## config.mk

```make
export PLATFORM = sky130hd
export DESIGN_NAME = pes_cell
export DESIGN_NICKNAME = d
export VERILOG_FILES = /design/src/rtl/core/pes_pkg.sv /design/src/rtl/core/pes_cell.sv
export SDC_FILE = /design/constraint.sdc
export NUM_CORES = 1
export LEC_CHECK = 0
export ABC_AREA = 0
export BUFFER_PORTS_ARGS = -buffer_cell sky130_fd_sc_hd__buf_2
export CAP_MARGIN = 20
export CORE_MARGIN = 5
export CORE_UTILIZATION = 28
export CTS_CLUSTER_DIAMETER = 30
export DETAILED_ROUTE_END_ITERATION = 10
export PLACE_DENSITY_LB_ADDON = 0.3
export SYNTH_ARGS = -nofsm -noshare
export SYNTH_HDL_FRONTEND = slang
export SYNTH_SLANG_ARGS = --single-unit
```

## constraint.sdc

```tcl
create_clock -name clk_i -period 2.6 [get_ports clk_i]
set_input_delay 0.52 -clock clk_i [delete_from_list [all_inputs] [get_ports clk_i]]
set_output_delay 0.52 -clock clk_i [all_outputs]
set_load 0.01 [all_outputs]
```

## src/rtl/core/pes_pkg.sv

```systemverilog
// Shared constants, types and helper functions of the 3x3 edge-sum block.
// No dependencies; used by every module of the block except pes_ram.
`timescale 1ns / 1ps

package pes_pkg;

  // Geometry
  localparam int MAX_WIDTH  = 1024;
  localparam int HEIGHT_MAX = 4096;
  localparam int PIX_W      = 8;
  localparam int COL_W      = $clog2(MAX_WIDTH);
  localparam int ROW_W      = $clog2(HEIGHT_MAX);

  // Configuration registers
  localparam int LW_W      = 11;
  localparam int FH_W      = 13;
  localparam int CFG_W     = 13;
  localparam int CFG_IDX_W = 1;
  localparam int LW_RESET  = 512;
  localparam int FH_RESET  = 512;

  localparam logic [CFG_IDX_W-1:0] REG_LINE_WIDTH   = CFG_IDX_W'(0);
  localparam logic [CFG_IDX_W-1:0] REG_FRAME_HEIGHT = CFG_IDX_W'(1);

  // Arithmetic widths: column sum, bottom-minus-top, full kernel sum
  localparam int SUM_W  = PIX_W + 2;
  localparam int DIFF_W = PIX_W + 1;
  localparam int ACC_W  = PIX_W + 4;
  localparam int PIX_MAX = (1 << PIX_W) - 1;

  // One window column: upper, middle and lower row pixel
  typedef struct packed {
    logic [PIX_W-1:0] top;
    logic [PIX_W-1:0] mid;
    logic [PIX_W-1:0] bot;
  } pes_col_t;

  // Partial results a column cell hands to the kernel
  typedef struct packed {
    logic [SUM_W-1:0]         col_sum;
    logic signed [DIFF_W-1:0] bt_diff;
  } pes_tap_t;

  // Clamp a line width to 3..MAX_WIDTH and return the last column index
  function automatic logic [COL_W-1:0] last_col(input logic [LW_W-1:0] v);
    logic [COL_W-1:0] r;
    if (int'(v) < 3) begin
      r = COL_W'(2);
    end else if (int'(v) > MAX_WIDTH) begin
      r = COL_W'(MAX_WIDTH - 1);
    end else begin
      r = COL_W'(int'(v) - 1);
    end
    return r;
  endfunction

  // Clamp a frame height to 3..HEIGHT_MAX and return the last row index
  function automatic logic [ROW_W-1:0] last_row(input logic [FH_W-1:0] v);
    logic [ROW_W-1:0] r;
    if (int'(v) < 3) begin
      r = ROW_W'(2);
    end else if (int'(v) > HEIGHT_MAX) begin
      r = ROW_W'(HEIGHT_MAX - 1);
    end else begin
      r = ROW_W'(int'(v) - 1);
    end
    return r;
  endfunction

endpackage

```

## src/rtl/core/pes_cell.sv

```systemverilog
// Window column cell: holds one 3-pixel column and passes it to its neighbor.
// Depends on pes_pkg for the column and tap types.
`timescale 1ns / 1ps

module pes_cell import pes_pkg::*; (
  input  logic     clk_i,
  input  logic     rst_ni,
  input  logic     shift_i,
  input  pes_col_t col_i,
  output pes_col_t col_o,
  output pes_tap_t tap_o
);

  pes_col_t col_q;

  // Load the neighbor's column on each window advance
  always_ff @(posedge clk_i or negedge rst_ni) begin
    if (!rst_ni) begin
      col_q <= '0;
    end else if (shift_i) begin
      col_q <= col_i;
    end
  end

  assign col_o = col_q;

  // Column sum and lower-minus-upper difference of this column
  always_comb begin
    tap_o.col_sum = SUM_W'(col_q.top) + SUM_W'(col_q.mid) + SUM_W'(col_q.bot);
    tap_o.bt_diff = $signed({1'b0, col_q.bot}) - $signed({1'b0, col_q.top});
  end

endmodule

```

==> flow_summary.toml <==
[run_status]
status = "complete, but fails checks"
violations = "setup timing"

[layout]
area_delta_synth_final_pct = 47.2
largest_register_ff_count = 24
postLayoutCoreUtil = 0.420
finalNetCount = 314
antenna_cells = 0
drive_gt1_frac = 0.506

[logic_synthesis]
synth_top_area_cell = "dfrtp_1"
syn_area_per_cell_um2 = 9.99
synth_top_family_by_area = "adder cells"
synthMuxAreaShare = 0.0802
synth_top_cells_by_area = "dfrtp_1 (36%), fa_1 (12%), ha_1 (11%)"
syn_inst = 167
synthXorXnorAreaFrac = 0.0367
synth_compound_area_frac = 0.162
ys_seq_elements = 24
synth-simple-area-share = 0.0712
synthAdderAreaFrac = 0.232
yosysUniqueCellTypes = 27
yosysSeqAreaShare = 0.360
yosysWarnings = 0
synthesis.nets = 219
synthesis.area_mm2 = 0.00167
synth_top_area_share = 0.360

[drt]
wl_met2_um = 2300
drtAntennaViolNets = 0
routedWlPerCell_um = 13.5
wl_um = 4540
drtPass1Iterations = 4
top_layer = "met3"
met3_wirelength_um = 240
drc = 0
viasPerCell = 4.44
vias = 1493
wl_met1_um = 2000
drt-initial-drc-count = 40

[timing]
hold_viol = 0
worst_pin_slew_ns = 0.626
period_share = 1.11
rsz0062_at_grt = "true"
max_freq_mhz = 347
drv_slew = 0
setup_tns_ns = -1.63
setup_violations = 8
fin_crit_ns = 2.88
fin_skew_ns = 0
slew_headroom = 0.582
holdWs_ns = 0.227
layout_setup_ws_ns = -0.283

[global_route]
antenna_found_initial = 0
grt_pass1_vias = 1581
gr-total-overflow = 0
grt_pass1_wl_um = 7110
grt_use_total = 0.117
grt_start_max_net_pins = 38

[worst_setup_path]
crit_type = "flip-flop to output port"
cp_max_fo = 3
cp-end-kind = "output port"
cp-start-kind = "flip-flop"
arrival_ns = 2.36
crit_required_ns = 2.08

[power_and_ir_drop]
power_frac_seq = 0.264
cellPowerDensity_mw_per_mm2 = 676
pwr-share-comb = 0.600
p_sw_frac = 0.394
power_switching_uw = 655
leakagePower_nw = 1.22
p_int_mw = 1.01
pwr-share-clk = 0.135
vdd_drop_max_uv = 344

[clock_network]
cts_buffers = 3
insertion_delay_ns = 0.26
clock_path_buffers = 2
clockRootBuffer = "clkbuf_8"
cts_tree = "done"
htreeDepth = 1
clkSlewWorstSetupHoldPaths_ns = 0.08
cts.sinks = 24

[placement]
gp_congestion = 0.788
port-buffer-count = 69
dp_hpwl_um = 3690

[floorplanning]
placementRows = 28
die_w_um = 87.2
fp.dieArea_mm2 = 0.00760
core_mm2 = 0.00585
fp.dieH_um = 87.2
start_util = 0.285
io_pins = 70

[job]
drv_cap = 0

[worst_hold_path]
hold_path.class = "primary input to async pin"
kinds of logic (layout without fill, tap and decap cells):
family          count (synthesis)  count (layout)
compound gates                 47              47
xor+xnor                        7               7
fa+ha+maj                      25              25
buf+inv                        25             119
flops                          24              24
mux                            12              12
simple gates                   27              27
critical path, cell delays in order, from the launching register on:
cell and delay (ns):
dfrtp_2 0.43, fa_1 0.46, ha_2 0.20, fa_2 0.37, a21oi_4 0.16, o21ai_0 0.14, a21oi_1 0.17, nor2_1 0.05
buf_2 0.13
area by class of cell:
type | instances | area (um^2)
fill | 579 | 3390
multi-input combinational | 118 | 1090
sequential | 24 | 602
timing repair buffer | 94 | 552
tap | 75 | 93.8
inverter | 21 | 78.8
clock buffer | 4 | 45.0
repair_timing:
item                       CTS  global route
buffers inserted             3             1
resized for setup           16            18
setup endpoints to repair   11            11
pin swaps                   17             5
hold buffers                 0             0
power groups by stage:
stage / clock network, mW / registers [mW] / logic (mW)
5_1_grt: 0.245 / 0.445 / 1.11
3_3_place_gp: 0 / 0.445 / 0.866
2_1_floorplan: 0 / 0.466 / 0.500
3_5_place_dp: 0 / 0.446 / 0.874
6_report: 0.225 / 0.439 / 0.998
4_1_cts: 0.230 / 0.440 / 0.941
layer usage:
metal	track usage	up-vias
met5	0	-
li1	-	762
met1	0.154	707
met2	0.198	24
met4	0.0293	0
met3	0.0237	0
placed cells by master, fill, tap and decap left out, types with 6 or more instances in the layout:
cell,count
a21oi_1,6
inv_1,19
mux2_2,11
nor2_1,6
buf_2,69
fa_1,8
o21ai_0,17
buf_4,20
dfrtp_1,23
nand2_1,15
ha_1,9
path summary, 6_finish.rpt:
check                                from         to  slack [ns]  cells past startpoint
worst max-delay path             col_o[1]  tap_o[18]       -0.28                      8
worst max register to register   col_o[5]   col_o[5]        1.54                      3
worst min-delay path               rst_ni  col_o[10]        0.23                      1
min in group clk_i              col_i[19]  col_o[19]        0.46                      3
max in group asynchronous          rst_ni   col_o[1]        1.99                      1
worst min register to register  col_o[12]  col_o[12]        0.58                      1
per-stage QoR:
step                power [mW]  cell area (um^2)  cells  setup slack [ns]
finish                    1.66              2460    336            -0.283
global route              1.80              2460    336            -0.416
CTS                       1.61              2390    336            -0.303
detailed placement        1.32              2260    329            -0.135
global placement          1.31              2260    329            -0.104
floorplan                0.966              1680    167           0.00249
cells in the mapped netlist, drive strengths merged:
library cell,n
or2,1
nand3,1
clkbuf,2
o31a,2
nor2,6
a211oi,3
nor2b,3
xor2,3
o21a,3
mux2i,1
nand2,15
mux2,11
o21ai,22
fa,10
a21oi,11
o22ai,2
o211ai,1
or4b,1
dfrtp,24
o31ai,1
a21o,1
buf,2
a31oi,1
xnor2,4
inv,21
ha,15
(Power assumes the default switching activity.)
