<file path="src/rtl/core/pes_pkg.sv">
// Shared constants, types and helper functions of the 3x3 edge-sum block.
// No dependencies; used by every module of the block except pes_ram.
`timescale 1ns / 1ps

package pes_pkg;

  // Geometry
  localparam int MAX_WIDTH  = 1024;
  localparam int HEIGHT_MAX = 4096;
  localparam int PIX_W      = 8;
  localparam int COL_W      = $clog2(MAX_WIDTH);
  localparam int ROW_W      = $clog2(HEIGHT_MAX);

  // Configuration registers
  localparam int LW_W      = 11;
  localparam int FH_W      = 13;
  localparam int CFG_W     = 13;
  localparam int CFG_IDX_W = 1;
  localparam int LW_RESET  = 512;
  localparam int FH_RESET  = 512;

  localparam logic [CFG_IDX_W-1:0] REG_LINE_WIDTH   = CFG_IDX_W'(0);
  localparam logic [CFG_IDX_W-1:0] REG_FRAME_HEIGHT = CFG_IDX_W'(1);

  // Arithmetic widths: column sum, bottom-minus-top, full kernel sum
  localparam int SUM_W  = PIX_W + 2;
  localparam int DIFF_W = PIX_W + 1;
  localparam int ACC_W  = PIX_W + 4;
  localparam int PIX_MAX = (1 << PIX_W) - 1;

  // One window column: upper, middle and lower row pixel
  typedef struct packed {
    logic [PIX_W-1:0] top;
    logic [PIX_W-1:0] mid;
    logic [PIX_W-1:0] bot;
  } pes_col_t;

  // Partial results a column cell hands to the kernel
  typedef struct packed {
    logic [SUM_W-1:0]         col_sum;
    logic signed [DIFF_W-1:0] bt_diff;
  } pes_tap_t;

  // Clamp a line width to 3..MAX_WIDTH and return the last column index
  function automatic logic [COL_W-1:0] last_col(input logic [LW_W-1:0] v);
    logic [COL_W-1:0] r;
    if (int'(v) < 3) begin
      r = COL_W'(2);
    end else if (int'(v) > MAX_WIDTH) begin
      r = COL_W'(MAX_WIDTH - 1);
    end else begin
      r = COL_W'(int'(v) - 1);
    end
    return r;
  endfunction

  // Clamp a frame height to 3..HEIGHT_MAX and return the last row index
  function automatic logic [ROW_W-1:0] last_row(input logic [FH_W-1:0] v);
    logic [ROW_W-1:0] r;
    if (int'(v) < 3) begin
      r = ROW_W'(2);
    end else if (int'(v) > HEIGHT_MAX) begin
      r = ROW_W'(HEIGHT_MAX - 1);
    end else begin
      r = ROW_W'(int'(v) - 1);
    end
    return r;
  endfunction

endpackage

</file>
<file path="src/rtl/core/pes_kernel.sv">
// Kernel combine: right minus left column plus the three row differences,
// saturated to the pixel range. Depends on pes_pkg.
`timescale 1ns / 1ps

module pes_kernel import pes_pkg::*; (
  input  pes_tap_t         left_i,
  input  pes_tap_t         center_i,
  input  pes_tap_t         right_i,
  output logic [PIX_W-1:0] edge_o
);

  logic signed [ACC_W-1:0] horiz;
  logic signed [ACC_W-1:0] vert;
  logic signed [ACC_W-1:0] total;

  // Sum both gradients
  always_comb begin
    horiz = $signed(ACC_W'(right_i.col_sum)) - $signed(ACC_W'(left_i.col_sum));
    vert  = ACC_W'(left_i.bt_diff) + ACC_W'(center_i.bt_diff) + ACC_W'(right_i.bt_diff);
    total = horiz + vert;
  end

  // Clamp to 0..PIX_MAX
  always_comb begin
    if (total < 0) begin
      edge_o = '0;
    end else if (total > ACC_W'(PIX_MAX)) begin
      edge_o = PIX_W'(PIX_MAX);
    end else begin
      edge_o = total[PIX_W-1:0];
    end
  end

endmodule

</file>
<file path="config.mk">
export PLATFORM = sky130hd
export DESIGN_NAME = pes_kernel
export DESIGN_NICKNAME = d
export VERILOG_FILES = /design/src/rtl/core/pes_pkg.sv /design/src/rtl/core/pes_kernel.sv
export SDC_FILE = /design/constraint.sdc
export NUM_CORES = 1
export LEC_CHECK = 0
export BUFFER_PORTS_ARGS = -buffer_cell sky130_fd_sc_hd__buf_2
export CAP_MARGIN = 30
export CORE_MARGIN = 2
export CORE_UTILIZATION = 28
export DETAILED_ROUTE_END_ITERATION = 8
export PLACE_DENSITY = 0.54
export SLEW_MARGIN = 0
export SYNTH_ARGS = -nofsm -noshare
export SYNTH_HDL_FRONTEND = slang
export SYNTH_SLANG_ARGS = --single-unit
</file>
<file path="constraint.sdc">
create_clock -name vclk -period 11.4
set_input_delay 3.42 -clock vclk [all_inputs]
set_output_delay 3.42 -clock vclk [all_outputs]
set_load 0.01 [all_outputs]
</file>
==> results of run 1 <==
[stage by stage]
step	instance area, um2	hold slack (ns)	utilization [%]	setup WS [ns]	std cells
after floorplan	1480	7.33	-	1.12	179
after global placement	1840	7.49	36.0	0.555	304
after detailed placement	1840	7.48	36.0	0.584	304
after CTS	1840	7.49	36.0	0.563	304
after global routing	1840	7.55	36.0	0.217	304
final	1840	7.49	36.0	0.540	304
[routing by layer]
| layer | GRT usage, % | vias up | routed length, um |
|---|---|---|---|
| li1 | - | 715 | - |
| met1 | 13.1 | 626 | 1360 |
| met2 | 19.7 | 36 | 1420 |
| met5 | 0 | - | 0 |
| met3 | 0.592 | 0 | 132 |
| met4 | 0 | 0 | 0 |
[synthesized netlist by cell type]
master      n  area share, %
nor2b_1     2           0.85
o21ai_0     3            1.0
xor2_1      6            3.6
o21ai_2     1           0.59
a2111oi_0   1           0.59
or3_2       1           0.51
nor4_1      1           0.42
o31ai_2     1           0.85
o21ai_1     1           0.34
xnor2_1     8            4.7
a22o_2      1           0.68
nand2_1     6            1.5
a211oi_2    1           0.85
and3b_1     1           0.59
o221ai_4    1            1.8
ha_1       21             18
a21o_1      4            2.0
fa_1       21             28
o211ai_1    2            1.0
or2_2       1           0.42
nor3_1      7            2.4
and2_4      1           0.59
and3_1      2           0.85
nor2_1      6            1.5
or3b_2      1           0.59
a211oi_1    1           0.51
nand3_1     3            1.0
or4_4       1           0.76
inv_1      44             11
nand2b_1    1           0.42
o311ai_0    1           0.59
a21boi_0    1           0.51
a21o_2      1           0.59
a31oi_1    11            4.7
o21bai_1    1           0.51
a21oi_1    11            3.7
o21a_1      2            1.0
[final timing paths]
kind              startpoint         to  cells after the start  slack [ns]
setup / recovery   left_i[9]  edge_o[1]                     18        0.54
hold / removal    right_i[0]  edge_o[0]                      6        7.49
[area by class of cell]
cell class         count  area [um2]
fillers              563        3270
well taps             70        87.6
multi-input cells    135        1310
inverters             44         165
repair buffers        55         275
[power breakdown]
group	switching (W)	internal [W]	total, W	leakage, nW
logic	0.000199	0.000156	0.000355	0.996
registers	0	0	0	0
clock network	0	0	0	0
[critical path: stages]
cell and delay [ns]:
buf_2 0.10, ha_1 0.22, fa_1 0.40, nor2b_1 0.13, o21ai_0 0.11, a21boi_0 0.26
o21ai_0 0.17, a21oi_1 0.26, xor2_1 0.20, fa_1 0.44, ha_1 0.39, a21oi_1 0.16
nor2_1 0.07, and2_4 0.16, or4_4 0.52, o221ai_4 0.12, a31oi_1 0.13, buf_2 0.18
[cells by family (layout without fill, tap and decap cells)]
logic type               after synthesis  in the layout  synth area share [%]
adder cells (fa/ha/maj)               42             42                  46.2
XOR/XNOR                              14             14                  8.30
AO/OA/AOI/OAI                         45             45                  21.8
buffers and inverters                 44             99                  11.2
AND/OR/NAND/NOR                       34             34                  12.4
==> flow_summary.toml, run 1 <==
[sta]
hold_viol_final = 0
grt_setup_unrepaired = "no"
setup_viol = 0
tns_ns = 0
report.final.slew_viol_count = 0
worst_pin_slew_ns = 0.639
finalCriticalPeriod_ns = 10.86
max-slew-margin-rel_pct = 57.1
finalCritPeriodShare_pct = 95.3
max_freq_mhz = 92.1

[drt]
via_per_inst = 4.53
firstDrtPassIters = 4
vias = 1377
drt_first_iter_violations = 39
drt_wl_total_um = 2910
ant_nets = 0
drc = 0
wire_per_inst_um = 9.57

[synth]
postSynthAreaPerCell_um2 = 8.26
syn-cell-area_mm2 = 0.00148
ys_types = 37
synth_nets = 278
ys_warn_count = 0
ys_seq_area_share_pct = 0
synth_cells = 179

[grt]
grt_use_total_pct = 10.2
grt_pass1_wl_um = 5300
grt_start_max_net_pins = 9
antenna_found_initial = 0
overflow = 0
grt_pass1_vias = 1328

[critical_path]
cp-start-kind = "input port"
crit_fanout = 8
endpoint_kind = "output pin"
crit_required_ns = 7.98
arrival_ns = 7.44
critical_path_class = "in2out"

[die]
die_x_um = 76.6
ioPinCount = 65
core_mm2 = 0.00511
num_rows = 26
start_util_pct = 28.9
fp.dieH_um = 76.6
dieArea_mm2 = 0.00587

[cells_and_area]
regArea_um2 = 0
num_antenna_cells = 0
seq_cells = 0
drive_above_1_share_pct = 28.2
final_common_cell = "buf_2"
fin_nets = 335
mostFrequentLayoutCells = "buf_2 (55), inv_1 (44), fa_1 (21), ha_1 (21)"
nClkBuffers = 0
area_growth_pct = 24.6

[clock_tree]
ctsResizeCount = 0
hold_buffers = 0
cts_setup_buffers = 0

[placement]
place.gp.congestion = 0.789
portBuffers = 55
hpwl_um = 2700

[power_and_ir_drop]
peakVddDrop_uv = 71.8
p_per_area_mw_per_mm2 = 193
power.leakage_nw = 0.996
total_power_w = 0.000355

[flow_run]
cap_violations = 0

[min_path]
hold_path.class = "in2out"

[status]
outcome = "finished clean"
Note: power is estimated with default switching activity, not from simulation.
==> run 2, diff against run 1 <==
Settings changed: CORE_UTILIZATION 28 to 55, PLACE_DENSITY 0.54 to 0.93.
Clock period 11.4 ns to 13.6 ns, I/O delays scaled along.
==> run 2 against run 1 <==
Compared with the run above: core utilization rose by 35 points; worst hold slack improved by 1.3 ns; sequential share of layout area did not move; count of clock-buffer cells in the layout did not move; routed wire length fell by 0.21%; critical path type unchanged; largest cell class unchanged; design area fell by 2.7%.
==> flow_summary.toml, run 2 (synthesis gave the netlist of run 1 again) <==
[cells_and_area]
final_util_pct = 71.0
fillCellCount = 210
fin_nets = 335
drive_above_1_share_pct = 28.2
final_common_cell = "buf_2"
seq_cells = 0
num_antenna_cells = 0
multi_input_area_mm2 = 0.00131
nClkBuffers = 0
mostFrequentLayoutCells = "buf_2 (55), inv_1 (44), fa_1 (21), ha_1 (21)"
regArea_um2 = 0
area_growth_pct = 21.2

[sta]
worst_pin_slew_ns = 0.594
max_freq_mhz = 82.4
finalCritPeriodShare_pct = 89.2
grt_setup_unrepaired = "no"
report.final.slew_viol_count = 0
finalCriticalPeriod_ns = 12.13
tns_ns = 0
setup_viol = 0
hold_viol_final = 0
max-slew-margin-rel_pct = 60.1

[grt]
grt_pass1_wl_um = 5350
grt_pass1_vias = 1377
antenna_found_initial = 0
grt_use_total_pct = 20.2
overflow = 0
grt_start_max_net_pins = 9

[die]
fp.dieH_um = 55.8
dieArea_mm2 = 0.00312
start_util_pct = 58.6
core_mm2 = 0.00252
ioPinCount = 65
num_rows = 18
die_x_um = 55.8

[flow_run]
cap_violations = 0

[drt]
drt_wl_total_um = 2900
ant_nets = 0
drt_first_iter_violations = 32
via_per_inst = 5.29
vias = 1397
drc = 0
wire_per_inst_um = 11.0
firstDrtPassIters = 4

[placement]
hpwl_um = 2680
place.gp.congestion = 0.759
portBuffers = 55

[critical_path]
arrival_ns = 8.05
crit_fanout = 8
critical_path_class = "in2out"
critical-path-top-delay-family = "adder cells"
critical_path_buf_inv_count = 2
worstPathCellList = "buf_2 > ha_1 > fa_1 > nor2b_1 > o21ai_0 > a21boi_0 > o21ai_0 > a21oi_1 > xor2_1 > fa_1 > ha_1 > a21oi_1 > nor2_1 > and2_4 > or4_4 > o221ai_4 > a31oi_1 > buf_2"
cpPeakStageDelay_ns = 0.52
crit_required_ns = 9.52
cp_slowest_cell = "or4_4"
endpoint_kind = "output pin"
cp-start-kind = "input port"

[status]
outcome = "finished clean"

[power_and_ir_drop]
peakVddDrop_uv = 203
power.leakage_nw = 0.996
p_per_area_mw_per_mm2 = 165

[clock_tree]
hold_buffers = 0
ctsResizeCount = 0
cts_setup_buffers = 0

[min_path]
hold_path.class = "in2out"
## run 2: cell counts in the layout (fill, tap and decap cells not counted)
No cell type changed its count.
## run 2: cell type report
cell class | instances | area share (%)
multi-input cells | 135 | 73.3
repair buffers | 55 | 15.4
inverters | 44 | 9.22
well taps | 30 | 2.10
## run 2: worst paths after layout
path	from	end	cells after the start
hold / removal	right_i[0]	edge_o[0]	6
setup / recovery	left_i[9]	edge_o[0]	18
## run 2: tightest hold or removal path, delay by kind of cell
kind	cells	cell delay, ns
fa+ha+maj	2	0.28
compound gates	1	0.13
buf+inv	3	0.25
## run 2: power breakdown
| part | internal, W | switching [W] | leakage (nW) |
|---|---|---|---|
| Clock | 0 | 0 | 0 |
| Combinational | 0.000131 | 0.000165 | 0.996 |
| Sequential | 0 | 0 | 0 |
| Total | 0.000131 | 0.000165 | 0.996 |
## run 2: per-layer routing
layer	share of wire, %	track usage (%)	vias up
met3	5.2	0.698	0
met4	0	0.680	0
li1	-	-	718
met2	54	41.5	40
met5	0	0	-
met1	41	24.1	639
## run 2: stage by stage
stage          setup slack (ns)  area, um2  total power (W)  instances  hold WS [ns]
5_1_grt                    1.10       1790         0.000335        264          8.91
6_report                   1.47       1790         0.000296        264          8.83
2_1_floorplan              2.00       1480         0.000223        179          8.65
3_5_place_dp               1.50       1790         0.000297        264          8.82
4_1_cts                    1.48       1790         0.000299        264          8.83
3_3_place_gp               1.53       1790         0.000289        264          8.81
==> run 3, diff against run 2 <==
Settings changed: RECOVER_POWER set to 25.
==> run 3 against run 2 <==
Compared with the run above: flip-flop and latch count is the same; global-route usage is the same; routed wire length is essentially flat; first-iteration DRC count is the same; total power shrank 0.64%; count of clock-buffer cells in the layout is the same; die area is the same; largest power group unchanged; worst hold slack is the same.
==> flow_summary.toml, run 3 (synthesis gave the netlist of run 1 again) <==
[cells_and_area]
area_growth_pct = 21.0
final_common_cell = "buf_2"
mostFrequentLayoutCells = "buf_2 (53), inv_1 (44), fa_1 (21), ha_1 (21)"
seq_cells = 0
fin_nets = 335
num_antenna_cells = 0
fillCellCount = 211
regArea_um2 = 0
drive_above_1_share_pct = 27.4
nClkBuffers = 0

[drt]
firstDrtPassIters = 4
drt_wl_total_um = 2910
vias = 1397
wire_per_inst_um = 11.0
ant_nets = 0
via_per_inst = 5.29
drt_first_iter_violations = 32
drc = 0

[sta]
max-slew-margin-rel_pct = 60.1
tns_ns = 0
max_freq_mhz = 82.4
report.final.slew_viol_count = 0
fin_ws_ns = 1.47
finalCritPeriodShare_pct = 89.2
hold_viol_final = 0
grt_setup_unrepaired = "no"
setup_viol = 0
finalCriticalPeriod_ns = 12.13
worst_pin_slew_ns = 0.594

[grt]
grt_pass1_vias = 1377
grt_start_max_net_pins = 9
grt_pass1_wl_um = 5350
grt_use_total_pct = 20.2
overflow = 0
antenna_found_initial = 0

[critical_path]
cpPeakStageDelay_ns = 0.52
arrival_ns = 8.05
crit_required_ns = 9.52
crit_fanout = 8
cp-start-kind = "input port"
worstPathCellList = "buf_2 > ha_1 > fa_1 > nor2b_1 > o21ai_0 > a21boi_0 > o21ai_0 > a21oi_1 > xor2_1 > fa_1 > ha_1 > a21oi_1 > nor2_1 > and2_4 > or4_4 > o221ai_4 > a31oi_1 > buf_2"
cp_slowest_cell = "or4_4"
endpoint_kind = "output pin"
critical_path_class = "in2out"

[die]
start_util_pct = 58.6
ioPinCount = 65
die_x_um = 55.8
core_mm2 = 0.00252
fp.dieH_um = 55.8
num_rows = 18
dieArea_mm2 = 0.00312

[clock_tree]
cts_setup_buffers = 0
ctsResizeCount = 0
hold_buffers = 0

[placement]
portBuffers = 55
place.gp.congestion = 0.759
hpwl_um = 2680
preCtsSetupSlack_ns = 1.50

[power_and_ir_drop]
power.leakage_nw = 0.990
p_per_area_mw_per_mm2 = 165
peakVddDrop_uv = 203

[status]
outcome = "finished clean"

[min_path]
hold_path.class = "in2out"
whs_path_depth = 6

[flow_run]
cap_violations = 0
[run 3: final timing paths]
kind / from / slack [ns] / end
hold / removal: right_i[0] / 8.83 / edge_o[0]
setup / recovery: left_i[9] / 1.47 / edge_o[0]
[run 3: stage by stage]
| stage | hold WS [ns] | instances | instance area (um2) | power (W) | utilization, % |
|---|---|---|---|---|---|
| detailed placement | 8.82 | 264 | 1790 | 0.000297 | 71.0 |
| finish | 8.83 | 264 | 1790 | 0.000294 | 70.9 |
| CTS | 8.83 | 264 | 1790 | 0.000299 | 71.0 |
| global placement | 8.81 | 264 | 1790 | 0.000289 | 71.0 |
| floorplan | 8.65 | 179 | 1480 | 0.000223 | - |
| global route | 8.91 | 264 | 1790 | 0.000333 | 70.9 |
[run 3: cell type report]
class,instances,area (um2),area share [%]
Tap cell,30,37.5,2.10
Inverter,44,165,9.24
Multi-Input combinational cell,135,1310,73.4
Timing Repair Buffer,55,273,15.3
[run 3: power by group]
group          switching, W  internal, W  leakage [nW]
combinational      0.000165     0.000129         0.990
clock                     0            0             0
sequential                0            0             0
[run 3: layer usage]
metal | GRT usage, % | wire length (um) | up-vias
met5 | 0 | 0 | -
met4 | 0.680 | 0 | 0
met3 | 0.698 | 152 | 0
met2 | 41.5 | 1560 | 40
met1 | 24.1 | 1190 | 639
li1 | - | - | 718
[run 3: critical path, delay by kind of cell]
| kind | cells | cell delay [ns] |
|---|---|---|
| xor+xnor | 1 | 0.21 |
| buf+inv | 2 | 0.27 |
| fa+ha+maj | 4 | 1.45 |
| simple gates | 4 | 0.88 |
| compound gates | 7 | 1.16 |
